### src/design/ulcp_pkg.sv
// ----------------------------------------------------------------------------
// ulcp_pkg
// Shared types, character codes and helpers for the serial line command parser.
// ----------------------------------------------------------------------------
package ulcp_pkg;

  localparam int unsigned MaxLineLength = 10;
  localparam int unsigned CountW        = 4;
  localparam int unsigned SlotCount     = 4;
  localparam int unsigned SlotIdxW      = 2;

  localparam logic [7:0] ChS       = 8'h53;
  localparam logic [7:0] ChP       = 8'h50;
  localparam logic [7:0] ChELower  = 8'h65;
  localparam logic [7:0] ChCr      = 8'h0D;
  localparam logic [7:0] ChZero    = 8'h30;
  localparam logic [7:0] HexGap    = 8'd7;
  localparam logic [7:0] HexDigMax = 8'd9;

  typedef enum logic [1:0] {
    EV_NONE      = 2'd0,
    EV_SEQ_START = 2'd1,
    EV_SEQ_STOP  = 2'd2,
    EV_OUT_SET   = 2'd3
  } frame_event_t;

  typedef logic [SlotCount-1:0][7:0] frame_slots_t;

  // what the end of a line does to the state
  typedef struct packed {
    logic         seq_set;
    logic         seq_clr;
    logic         drive_load;
    logic [7:0]   drive_value;
    frame_event_t event_code;
  } line_action_t;

  // full 8-bit digit value: 0-9 and A-F give 0-15, ':' to '@' give 3-9, other characters values above 15
  function automatic logic [7:0] hex_nibble(input logic [7:0] c);
    logic [7:0] v;
    v = c - ChZero;
    if (v > HexDigMax) begin
      v = v - HexGap;
    end
    return v;
  endfunction

endpackage

### src/design/ulcp_decode.sv
// ----------------------------------------------------------------------------
// ulcp_decode
// End-of-line command decode: sequencing start/stop and hex output value.
// ----------------------------------------------------------------------------
module ulcp_decode (
  input  ulcp_pkg::frame_slots_t          slots,
  input  logic [ulcp_pkg::CountW-1:0]     count,
  input  logic                            line_end,
  output ulcp_pkg::line_action_t          action
);

  logic [7:0] hi_nib;
  logic [7:0] lo_nib;

  assign hi_nib = ulcp_pkg::hex_nibble(slots[2]);
  assign lo_nib = ulcp_pkg::hex_nibble(slots[3]);

  always_comb begin
    action             = '0;
    action.event_code  = ulcp_pkg::EV_NONE;
    // low digit is added at full width, wrapping at 8 bits
    action.drive_value = (hi_nib << 4) + lo_nib;
    if (line_end) begin
      if (count == ulcp_pkg::CountW'(2)) begin
        if (slots[0] == ulcp_pkg::ChS) begin
          action.seq_set    = 1'b1;
          action.event_code = ulcp_pkg::EV_SEQ_START;
        end else if (slots[0] == ulcp_pkg::ChP) begin
          action.seq_clr    = 1'b1;
          action.event_code = ulcp_pkg::EV_SEQ_STOP;
        end
      end else if (slots[0] == ulcp_pkg::ChS && slots[1] == ulcp_pkg::ChELower) begin
        action.drive_load = 1'b1;
        action.event_code = ulcp_pkg::EV_OUT_SET;
      end
    end
  end

endmodule

### src/design/uart_line_command_parser_core.sv
// ----------------------------------------------------------------------------
// uart_line_command_parser_core
// Parses received serial bytes into line commands driving an output word.
// ----------------------------------------------------------------------------
// Usage: each byte offered on in_valid/in_ready (rx_byte) yields exactly one
// result on out_valid/out_ready carrying line_drive, sequencing_enabled and
// frame_event. A line ends on a carriage return or after 10 bytes; at the end
// the line is decoded ("S" two-byte lines start sequencing, "P" ones stop it,
// "Se" lines set the drive word from two hex digits) and frame_event reports
// what happened.
// A request is captured in the input register and decoded from there; its
// result is written to the result register when it advances, and out_valid
// then rises. Throughput: one byte per cycle while the receiver does not
// stall, set by the single decode stage between the input and result
// registers; the line state is updated as the byte moves into the result
// register.
// Reset (rst, synchronous): both registers empty, line count, stored bytes,
// drive word and sequencing flag cleared.
// Receiver stall: the result register holds; one more byte waits in the input
// register, after which in_ready drops until out_ready returns.
// ----------------------------------------------------------------------------
module uart_line_command_parser_core (
  input  logic       clk,
  input  logic       rst,
  input  logic       in_valid,
  output logic       in_ready,
  input  logic [7:0] rx_byte,
  output logic       out_valid,
  input  logic       out_ready,
  output logic [7:0] line_drive,
  output logic       sequencing_enabled,
  output logic [1:0] frame_event
);

  // input register
  logic       s1_valid;
  logic [7:0] s1_byte;

  // line state
  ulcp_pkg::frame_slots_t          slots;
  ulcp_pkg::frame_slots_t          slots_next;
  logic [ulcp_pkg::CountW-1:0]     count;
  logic [ulcp_pkg::CountW-1:0]     count_next;
  logic [ulcp_pkg::CountW-1:0]     count_inc;
  logic [7:0]                      drive_word;
  logic [7:0]                      drive_word_next;
  logic                            seq_flag;
  logic                            seq_flag_next;
  logic                            line_end;
  ulcp_pkg::line_action_t          action;

  logic advance;

  assign advance  = s1_valid && (!out_valid || out_ready);
  assign in_ready = !s1_valid || advance;

  always_ff @(posedge clk) begin
    if (rst) begin
      s1_valid <= 1'b0;
    end else if (in_ready) begin
      s1_valid <= in_valid;
    end
  end

  always_ff @(posedge clk) begin
    if (in_valid && in_ready) begin
      s1_byte <= rx_byte;
    end
  end

  // the count is always below the maximum at the start of a byte
  assign count_inc = count + ulcp_pkg::CountW'(1);
  assign line_end  = (s1_byte == ulcp_pkg::ChCr) ||
                     (count_inc >= ulcp_pkg::CountW'(ulcp_pkg::MaxLineLength));

  always_comb begin
    slots_next = slots;
    if (count < ulcp_pkg::CountW'(ulcp_pkg::SlotCount)) begin
      slots_next[count[ulcp_pkg::SlotIdxW-1:0]] = s1_byte;
    end
  end

  ulcp_decode u_decode (
    .slots    (slots_next),
    .count    (count_inc),
    .line_end (line_end),
    .action   (action)
  );

  always_comb begin
    count_next      = line_end ? '0 : count_inc;
    drive_word_next = action.drive_load ? action.drive_value : drive_word;
    seq_flag_next   = seq_flag;
    if (action.seq_set) begin
      seq_flag_next = 1'b1;
    end else if (action.seq_clr) begin
      seq_flag_next = 1'b0;
    end
  end

  always_ff @(posedge clk) begin
    if (rst) begin
      slots      <= '0;
      count      <= '0;
      drive_word <= '0;
      seq_flag   <= 1'b0;
    end else if (advance) begin
      slots      <= slots_next;
      count      <= count_next;
      drive_word <= drive_word_next;
      seq_flag   <= seq_flag_next;
    end
  end

  // result register
  always_ff @(posedge clk) begin
    if (rst) begin
      out_valid <= 1'b0;
    end else if (advance) begin
      out_valid <= 1'b1;
    end else if (out_ready) begin
      out_valid <= 1'b0;
    end
  end

  always_ff @(posedge clk) begin
    if (advance) begin
      line_drive         <= drive_word_next;
      sequencing_enabled <= seq_flag_next;
      frame_event        <= action.event_code;
    end
  end

endmodule
### config.mk
export PLATFORM = sky130hd
export DESIGN_NAME = uart_line_command_parser_core
export DESIGN_NICKNAME = d
export VERILOG_FILES = /design/src/design/ulcp_pkg.sv /design/src/design/ulcp_decode.sv /design/src/design/uart_line_command_parser_core.sv
export SDC_FILE = /design/constraint.sdc
export NUM_CORES = 1
export LEC_CHECK = 0
export ABC_AREA = 1
export BUFFER_PORTS_ARGS = -buffer_cell sky130_fd_sc_hd__buf_2
export CAP_MARGIN = 30
export CORE_MARGIN = 2
export CORE_UTILIZATION = 63
export DETAILED_ROUTE_END_ITERATION = 6
export PLACE_DENSITY_LB_ADDON = 0.15
export SLEW_MARGIN = 20
export SYNTH_ARGS = -nofsm -noshare
export SYNTH_HDL_FRONTEND = slang
export SYNTH_SLANG_ARGS = --single-unit
export TNS_END_PERCENT = 20
### constraint.sdc
create_clock -name clk -period 8.3 [get_ports clk]
set_clock_uncertainty 0.05 [all_clocks]
set_input_delay 0.83 -clock clk [delete_from_list [all_inputs] [get_ports clk]]
set_output_delay 0.83 -clock clk [all_outputs]
set_load 0.005 [all_outputs]
; ---- Word-level counts from Yosys, hierarchy flattened
; Cells that the tools add are included.
[classes]
order_cmp = 6
eq_ne = 5
add_sub_neg = 6
muxes = 23
n_reduce_logical = 10
[ops]
columns = op, count
row1 = $bwmux W32, 1
row2 = $mux W32, 1
row3 = $eq A8 B7 Y1 const B, 3
row4 = $mux W8, 3
row5 = $demux W8 S2, 1
row6 = $gt A8 B4 Y1 const B, 2
row7 = $sub A8 B6 Y8 const B, 2
row8 = $mux W2, 5
row9 = $mux W1, 9
row10 = $add A8 B8 Y8, 1
row11 = $eq A8 B4 Y1 const B, 1
row12 = $mux W4, 2
row13 = $sub A8 B3 Y8 const B, 1
row14 = $add A4 B1 Y4 const B, 1
row15 = $eq A4 B2 Y1 const B, 1
row16 = $ge A4 B4 Y1 const B, 1
row17 = $logic_and A1 B1 Y1, 4
row18 = $lt A4 B3 Y1 const B, 1
row19 = $sub A4 B3 Y4 const B, 1
row20 = $logic_or A1 B1 Y1, 3
row21 = $lt A2 B3 Y1 const B, 1
row22 = $mux W3, 1
row23 = $ge A2 B1 Y1 const B, 1
row24 = $logic_not A1 Y1, 2
row25 = $reduce_bool A2 Y1, 1
[word_totals]
out_inout_bits = 13
input_bits = 12
elab_cells = 63
reg_bits = 66

; ---- Longest topological paths before layout
; Gate-level depths: netlist of run 1.
[logic_depth]
ltp_word = 13
ltp_mapped = 29
mapped_depth_nobuf = 28

; ---- Modules after synthesis
; A second synthesis of run 1 with hierarchy kept.
[hier_totals]
cells_unflattened = 509
hier_area_um2 = 3862.5
[modules_own_cells]
columns = mod, area_per_inst_um2, instances, seq_area_each_um2, cells_per_inst
row1 = uart_line_command_parser_core, 3158.0, 1, 1511.4, 384
row2 = ulcp_decode, 704.4, 1, 0.0, 125

; ---- Worst setup path before layout of run 1
; Ideal clock, no wire load.
[synth_timing]
path_type = register -> register
startpoint = reg count[0] in the netlist's numbering
endpoint = reg line_drive[7] (data pin)
t_required_ns = 7.995
path_slack_ns = 4.742
period_less_slack_ns = 3.558
stages_incl_launch_ff = 26
arrival_time_ns = 3.253
path_cell_list = dfxtp_1 inv_1 ha_1 nand2_1 buf_4 o21a_1 inv_1 ha_1 or2_2 nand3_1 nand2_1 nand3_1 nand2_1 xor2_1 inv_1 ha_1 nand2_1 nand2_1 a31oi_1 nand3_1 nand2_1 inv_1 nand2_1 nand3_1 nand3_1 nand2_1
[synth_lines]
columns = item, line
row1 = from (decl), uart_line_command_parser_core.sv:42  ; logic [ulcp_pkg::CountW-1:0] count;
row2 = from (signal assigned), uart_line_command_parser_core.sv:109  ; count <= count_next;
row3 = to (signal assigned), uart_line_command_parser_core.sv:128  ; line_drive <= drive_word_next;
row4 = to (decl), uart_line_command_parser_core.sv:30  ; output logic [7:0] line_drive,

==> run metrics, run 1 <==
FILL cells 491; status completed; # rows 28; Vias 3442; antenna cells 0; P per Cell Area 197 nW/um2; Hold Fails Final Rpt 0; clk sinks 66; first-pass GRT wire length 14400 um; cell area after layout 4200 um2; upper clock frequency limit 248 MHz; period utilization 48.5%; post-synthesis instance total 554; Multi-input gate area 1860 um2; Ys Warns 0; max-cap violations 0; total grt overflow 0; Worst-path clk slew 70 ps; cts hold-fix bufs 0; WL final 8590 um; worst vdd ir 0.126 mV; # DRC 0; nets 600; CTS tree yes; IO Pins 25; CTS buffer count 9; vias in the first global route 3151; Post-Layout Cell Count 652; CP Data Arrival Time 4220 ps; Main synth FF type dfxtp_1; clk buf depth 2; worst hold margin 456 ps; Post-synth ARST share 0%; FF+latch count, synth 66; most used cell, CP nand2_1; Critical Path RT 8500 ps; WL/cell 13.2 um; number of synthesized flops with an enable pin 19; Setup TNS 0 ps; Clock Latency Late Sink 350 ps; Slew @ Worst Pin 926 ps; leakage 2.18 nW; Pre-antenna DRT Iters 5; fin. max-slew vios 0; final setup fails 0; die area 6720 um2; minimum clock period 4030 ps; Die X 82.0 um; Worst Setup End Kind flip-flop; Synth Cell Area 3830 um2; post-CTS sizing 0; Worst path slowest cell dfxtp_1; port buffer count 24; crit-path max FO 11; Placed Instance Area 3960 um2; slew margin rel. 38.3%; Layout Area Growth over Synthesis 9.77%; Mean Syn Cell Area 6.91 um2; DIE HEIGHT 82.0 um; dpl cells 636; Seq/Total Area, Yosys 39.5%; Synth Net Count 582; CP max stage delay 430 ps; initial antenna violation count 0; post-route ant nets 0; Crit Path Category flip-flop to flip-flop; Seq. cell area 1510 um2; Iter 0 DRT Violations 273; RSZ-0062 raised after global routing false; Synth cell types 35; via/cell ratio 5.28; gr usage total 28.6%; crit start category flip-flop; H-tree depth 3; dpl hpwl 5870 um; CORE AREA 5890 um2; Final Wtd Congestion 0.894; total setup buffers inserted after CTS 0; Root Buffer clkbuf_8; effective utilization at floorplan 65.1%; layout cells sized above 1 9.53%; largest net degree at the start of global routing 54; worst hold path type flip-flop to flip-flop
[cell usage after synthesis (2+ instances only)]
cell        n  area [um2]
nand2_1   136         510
inv_1      96         360
nor2_1     66         248
dfxtp_1    47         941
nand3_1    41         205
o21ai_0    37         185
a21oi_1    23         115
edfxtp_1   19         571
o21ai_1    16        80.1
ha_1       15         188
clkbuf_1   10        37.5
xor2_1      8        70.1
nand4_1     5        31.3
buf_1       4        15.0
buf_4       2        15.0
buf_6       2        22.5
inv_2       2        7.51
nand2_2     2        12.5
nand2_4     2        22.5
nor3_1      2        10.0
nor4_1      2        12.5
o21a_1      2        15.0
o21ai_2     2        17.5
or2_2       2        12.5
[cell families after synthesis]
logic type	synth area share (%)
buffers and inverters	12.0
and+or+nand+nor	29.5
adders and majority gates	5.42
DFF	39.5
AOI/OAI and AO/OA	11.6
xor gates and xnor gates	2.06
[area by class of cell]
cell class	count	share of cell area, %
inverter	98	8.75
clock buffer	10	3.04
clock inverter	6	2.74
multi-input combinational	372	44.2
sequential	66	36.0
tap	75	2.23
timing repair buffer	25	3.04
[path summary, 6_finish.rpt]
check,startpoint,endpoint,slack [ps],depth (start not counted)
worst max-delay path,count[0]$_SDFFE_PP0P_,drive_word[7]$_SDFFE_PP0P_,4270,26
worst min-delay path,out_valid$_SDFFE_PP0P_,out_valid$_SDFFE_PP0P_,460,2
worst max register to register,count[0]$_SDFFE_PP0P_,drive_word[7]$_SDFFE_PP0P_,4270,26
worst min register to register,out_valid$_SDFFE_PP0P_,out_valid$_SDFFE_PP0P_,460,2
[cells in the final DEF, fill, tap and decap left out, types with 2 or more instances in the layout]
| master | n |
|---|---|
| nand2_1 | 136 |
| inv_1 | 96 |
| nor2_1 | 66 |
| dfxtp_1 | 47 |
| nand3_1 | 41 |
| o21ai_0 | 37 |
| buf_2 | 24 |
| a21oi_1 | 23 |
| edfxtp_1 | 19 |
| o21ai_1 | 16 |
| ha_1 | 15 |
| clkbuf_8 | 9 |
| xor2_1 | 8 |
| nand4_1 | 5 |
| bufinv_16 | 3 |
| o21a_1 | 2 |
| inv_2 | 2 |
| nand2_4 | 2 |
| nor4_1 | 2 |
| nor3_1 | 2 |
| or2_2 | 2 |
| nand2_2 | 2 |
| o21ai_2 | 2 |
| clkinv_4 | 2 |
[report_power, final]
part / internal (mW) / switching, mW / total (mW)
combinational: 0.0462 / 0.0893 / 0.135
clock: 0.201 / 0.129 / 0.329
sequential: 0.353 / 0.0121 / 0.365
total: 0.600 / 0.230 / 0.830
[flip-flops by register name, summed over array words and instances, names as in the netlist]
name,flops
count,4
line_drive,8
sequencing_enabled,1
drive_word,8
s1_byte,8
slots,32
frame_event,2
seq_flag,1
s1_valid,1
out_valid,1
[critical path: cells and delay by family (launching register included)]
family / cells / cell delay [ps]
AOI/OAI and AO/OA: 2 / 470
xor gates and xnor gates: 1 / 130
adders and majority gates: 3 / 810
buffers and inverters: 5 / 340
DFF: 1 / 430
and+or+nand+nor: 15 / 1710
[metal layers]
layer / part of all wire [%] / global-route usage [%]
met1: 47 / 37.6
met2: 45 / 46.1
met3: 4.8 / 4.07
met4: 2.7 / 13.8
met5: 0 / 0
[stage by stage]
stage          worst slack (ps)  total power [mW]  util, %
4_1_cts                    4280             0.832     71.4
5_1_grt                    3770             0.869     71.4
3_5_place_dp               4360             0.505     67.3
3_3_place_gp               4490             0.501     67.3
2_1_floorplan              4740             0.473        -
6_report                   4270             0.830     71.4
(Power assumes the default switching activity.)
==> run 2: changes to the inputs <==
CORE_UTILIZATION = 55   (was 63)
clock period = 3.4 ns   (was 8.3 ns; I/O delays follow)
==> run metrics, run 2 (synthesis results as in run 1) <==
Critical Path RT 3600 ps (-4900 ps); crit path launch count[2]$_SDFFE_PP0P_; worst hold path type primary input to flip-flop; reg-to-reg slack, setup 160 ps (-4110 ps); DIE HEIGHT 87.4 um (+6.7%); Hold Fails Final Rpt 0 (unchanged); largest net degree at the start of global routing 48 (-11%); # DRC 0 (unchanged); most flop-heavy register slots; Multi-input gate area 2040 um2 (+9.8%); Layout Area Growth over Synthesis 19.6%; Worst-path clk slew 70 ps (about the same); gr usage total 24.5% (-4.1 points); Vias 3551 (+3.2%); WL final 8930 um (+3.9%); initial antenna violation count 0 (unchanged); FILL cells 594 (+21%); via/cell ratio 5.16 (-2.2%); Post-Layout Cell Count 688 (+5.5%); Placed Instance Area 4170 um2 (+5.2%); minimum clock period 3240 ps (-786 ps); WL/cell 13.0 um (-1.5%); die area 7640 um2 (+14%); CTS buffer count 9 (unchanged); post-route ant nets 0 (unchanged); most frequent cells in the layout nand2_1, inv_1, nor2_1, dfxtp_1, nand3_1; Die X 87.4 um (+6.7%); dpl cells 662 (+4.1%); clk sinks 66 (unchanged); period utilization 95.3% (+47 points); Clock Latency Late Sink 340 ps (about the same); CP Data Arrival Time 3440 ps (-780 ps); first-pass GRT wire length 14500 um (+0.72%); effective utilization at floorplan 56.7% (-8.4 points); P per Cell Area 410 nW/um2 (+110%); fin. max-slew vios 0 (unchanged); Seq. cell area 1520 um2 (+0.83%); Root Buffer clkbuf_8; crit-path max FO 6 (-5); CP endpoint drive_word[6]$_SDFFE_PP0P_; final setup fails 0 (unchanged); flip-flop count of the largest register after layout 32 (unchanged); CORE AREA 6760 um2 (+15%); most common cell after layout, fill and taps aside nand2_1; Slew @ Worst Pin 922 ps (-4.09 ps); # rows 30 (+7.1%); crit start category flip-flop; H-tree depth 3 (unchanged); total grt overflow 0 (unchanged); IO Pins 25 (unchanged); worst r2r dst drive_word[6]$_SDFFE_PP0P_; leakage 2.34 nW (+6.9%); antenna cells 0 (unchanged); RSZ-0062 raised after global routing false; vias in the first global route 3189 (+1.2%); clk buf depth 2 (unchanged); Pre-antenna DRT Iters 4 (-1); slew margin rel. 38.6% (+0.27 points); Worst Setup End Kind flip-flop; status completed; Final Wtd Congestion 0.919 (+2.8%); port buffer count 24 (unchanged); reg2reg path depth 22 (-15%); nets 631 (+5.2%); Crit Path Category flip-flop to flip-flop; upper clock frequency limit 308 MHz (+24%); layout cells sized above 1 19.6% (+10 points); worst vdd ir 0.286 mV (+130%); Iter 0 DRT Violations 249 (-8.8%); cell area after layout 4580 um2 (+9.0%); RR Startpoint count[2]$_SDFFE_PP0P_; CTS tree yes; dpl hpwl 6100 um (+4.0%); max-cap violations 0 (unchanged)
[run 2: cell types whose count changed in the layout (fill, tap and decap cells not counted), sizes merged]
cell / change
bufinv: -3
buf: +31
clkbuf: +3
[run 2: metrics by stage]
| step | setup slack [ps] | hold WS, ps | util, % | TNS (ps) | total power, mW |
|---|---|---|---|---|---|
| finish | 158 | 114 | 67.8 | 0 | 1.88 |
| detailed placement | -72.8 | 468 | 61.6 | -199 | 1.25 |
| global placement | 22.8 | 440 | 61.6 | 0 | 1.24 |
| floorplan | 34.8 | 389 | - | 0 | 1.16 |
| CTS | 2.41 | 96.8 | 64.3 | 0 | 1.84 |
| global route | 3.01 | 93.7 | 67.8 | 0 | 1.98 |
[run 2: cell type report]
cell class	count	area share [%]
clock buffers	13	3.25
clock inverters	3	0.383
well taps	80	2.19
multi-input cells	372	44.6
flip-flops and latches	66	33.3
inverters	98	8.03
repair buffers	56	8.31
[run 2: critical path, stage by stage (launching register included)]
cell     delay (ps)
dfxtp_4         360
nor2_8          140
buf_12          130
nand3_2          90
nand2_4         120
inv_1            50
ha_1            180
or2_2           300
nand3_1          90
nand2_1          60
nand2_2          90
buf_6           120
nor2_4           50
nor2_2          120
xor2_1           70
inv_1            90
ha_4            160
inv_1            50
fa_2            350
xor2_2          210
o21ai_2          90
o21ai_1         120
inv_1            50
[run 2: power by group]
part / internal [mW] / switching, mW
combinational: 0.158 / 0.246
sequential: 0.860 / 0.0277
clock: 0.283 / 0.305
[run 2: worst min path at each step]
stage	startpoint	end	cells after the start	slack (ps)
6_report	rx_byte[5]	s1_byte[5]$_DFFE_PP_	1	110
3_5_place_dp	rx_byte[5]	s1_byte[5]$_DFFE_PP_	1	470
2_1_floorplan	rx_byte[0]	s1_byte[0]$_DFFE_PP_	0	390
5_1_grt	rx_byte[1]	s1_byte[1]$_DFFE_PP_	1	90
4_1_cts	rx_byte[5]	s1_byte[5]$_DFFE_PP_	1	100
3_3_place_gp	out_valid$_SDFFE_PP0P_	out_valid$_SDFFE_PP0P_	2	440
[run 2: timing repair]
| action | in CTS | in global routing |
|---|---|---|
| buffers inserted | 0 | 10 |
| pin swaps | 0 | 13 |
| endpoints found under the setup margin | 4 | 6 |
| hold buffers | 0 | 0 |
| gates resized for setup | 5 | 40 |
[run 2: metal layers]
metal  up-vias  routed length (um)  global-route usage (%)
li1       1836                   -                       -
met1      1626                4120                    32.3
met2        77                4210                    38.9
met3        12                 465                    6.07
met4         0                 137                    8.81
met5         -                   0                       0
==> run 3: changes to the inputs <==
PLACE_DENSITY = 0.78   (was unset)
PLACE_DENSITY_LB_ADDON = unset   (was 0.15)
==> run metrics, run 3 (synthesis results as in run 1) <==
status completed; crit path launch count[3]$_SDFFE_PP0P_; Placement Setup Slack -82.6 ps (-9.89 ps); CORE AREA 6760 um2 (unchanged); first-pass GRT wire length 15000 um (+3.0%); Placed Instance Area 4090 um2 (-1.7%); die area 7640 um2 (unchanged); dpl hpwl 5930 um (-2.8%); IO Pins 25 (unchanged); dpl cells 654 (-1.2%); Clock Latency Late Sink 340 ps (about the same); minimum clock period 3310 ps (+66.7 ps); total grt overflow 0 (unchanged); WL final 9390 um (+5.1%); CP max stage delay 370 ps (about the same); layout cells sized above 1 18.7% (-0.91 points); CTS tree yes; Root Buffer clkbuf_8; period utilization 97.3% (+2.0 points); most flop-heavy register slots; worst vdd ir 0.412 mV (+44%); largest net degree at the start of global routing 54 (+13%); gr usage total 25.0% (+0.55 points); upper clock frequency limit 302 MHz (-2.0%); Vias 3637 (+2.4%); Final Wtd Congestion 0.859 (-6.5%); P per Cell Area 444 nW/um2 (+8.1%); cell area after layout 4550 um2 (-0.60%); H-tree depth 3 (unchanged); HP Start rx_byte[5]; Iter 0 DRT Violations 214 (-14%); Critical Path RT 3600 ps (about the same); Pre-antenna DRT Iters 6 (+2); most common cell after layout, fill and taps aside nand2_1; final setup fails 0 (unchanged); antenna cells 0 (unchanged); worst hold margin 115 ps (+0.615 ps); Worst-path clk slew 80 ps (about the same); Post-Layout Cell Count 680 (-1.2%); RR Startpoint count[3]$_SDFFE_PP0P_; DIE HEIGHT 87.4 um (unchanged); leakage 2.32 nW (-0.85%); Worst Setup End Kind flip-flop; fin. max-slew vios 0 (unchanged); Hold Fails Final Rpt 0 (unchanged); Slew @ Worst Pin 959 ps (+37.1 ps); crit start category flip-flop; Die X 87.4 um (unchanged); effective utilization at floorplan 56.7% (unchanged); most frequent cells in the layout nand2_1, inv_1, nor2_1, dfxtp_1, nand3_1; Crit Path Category flip-flop to flip-flop; # DRC 0 (unchanged); Power Total 2.02 mW (+7.5%); slew margin rel. 36.1% (-2.5 points); Setup WS post-layout 91.4 ps (-66.7 ps); # rows 30 (unchanged); post-route ant nets 0 (unchanged); max-cap violations 0 (unchanged); clk buf depth 2 (unchanged); CTS buffer count 9 (unchanged); clk sinks 66 (unchanged); port buffer count 24 (unchanged); nets 623 (-1.3%); flip-flop count of the largest register after layout 32 (unchanged); Layout Area Growth over Synthesis 18.9%; via/cell ratio 5.35 (+3.6%); WL/cell 13.8 um (+6.4%); crit-path max FO 8 (+2); Worst path slowest cell dfxtp_4; CP Data Arrival Time 3510 ps (+70 ps); initial antenna violation count 0 (unchanged); worst hold path type primary input to flip-flop; vias in the first global route 3290 (+3.2%)
## run 3: repair_timing
action / 4_1_cts / 5_1_grt
setup buffers: 4 / 6
resized for setup: 6 / 41
pin swaps: 2 / 15
endpoints found under the setup margin: 3 / 6
hold buffers: 0 / 0
## run 3: final cells by class
| type | count | area, um2 |
|---|---|---|
| inverters | 98 | 370 |
| well taps | 80 | 100 |
| clock inverters | 5 | 78.8 |
| clock buffers | 11 | 131 |
| multi-input cells | 372 | 2050 |
| repair buffers | 48 | 300 |
| fillers | 548 | 2200 |
| flip-flops and latches | 66 | 1520 |
## run 3: critical path: cells and delay by family, from the launching register on
kind            cells  cell delay, ps
fa+ha+maj           2             360
simple gates       16            1730
xor+xnor            1             170
buf+inv             5             360
compound gates      1             180
flops               1             370
## run 3: per-stage QoR
step                util [%]  TNS, ps
floorplan                  -        0
global placement        60.6        0
detailed placement      60.6     -178
CTS                     64.4        0
global route            67.4     -155
finish                  67.4        0
## run 3: power by group
part           switching (mW)  total [mW]  internal [mW]
clock                   0.315       0.728          0.413
combinational           0.251       0.403          0.152
sequential             0.0297       0.890          0.860
total                   0.595        2.02           1.42
## run 3: final timing paths
| path | end | slack (ps) | cells past startpoint |
|---|---|---|---|
| setup / recovery | drive_word[7]$_SDFFE_PP0P_ | 90 | 25 |
| hold reg to reg | out_valid$_SDFFE_PP0P_ | 470 | 2 |
| setup reg to reg | drive_word[7]$_SDFFE_PP0P_ | 90 | 25 |
| hold / removal | s1_byte[5]$_DFFE_PP_ | 110 | 1 |
## run 3: per-layer routing
metal	wire length [um]	vias to the layer above	track usage, %
met3	524	35	5.50
met2	4560	104	41.3
met4	301	0	10.6
li1	-	1818	-
met1	4000	1680	31.4
met5	0	-	0
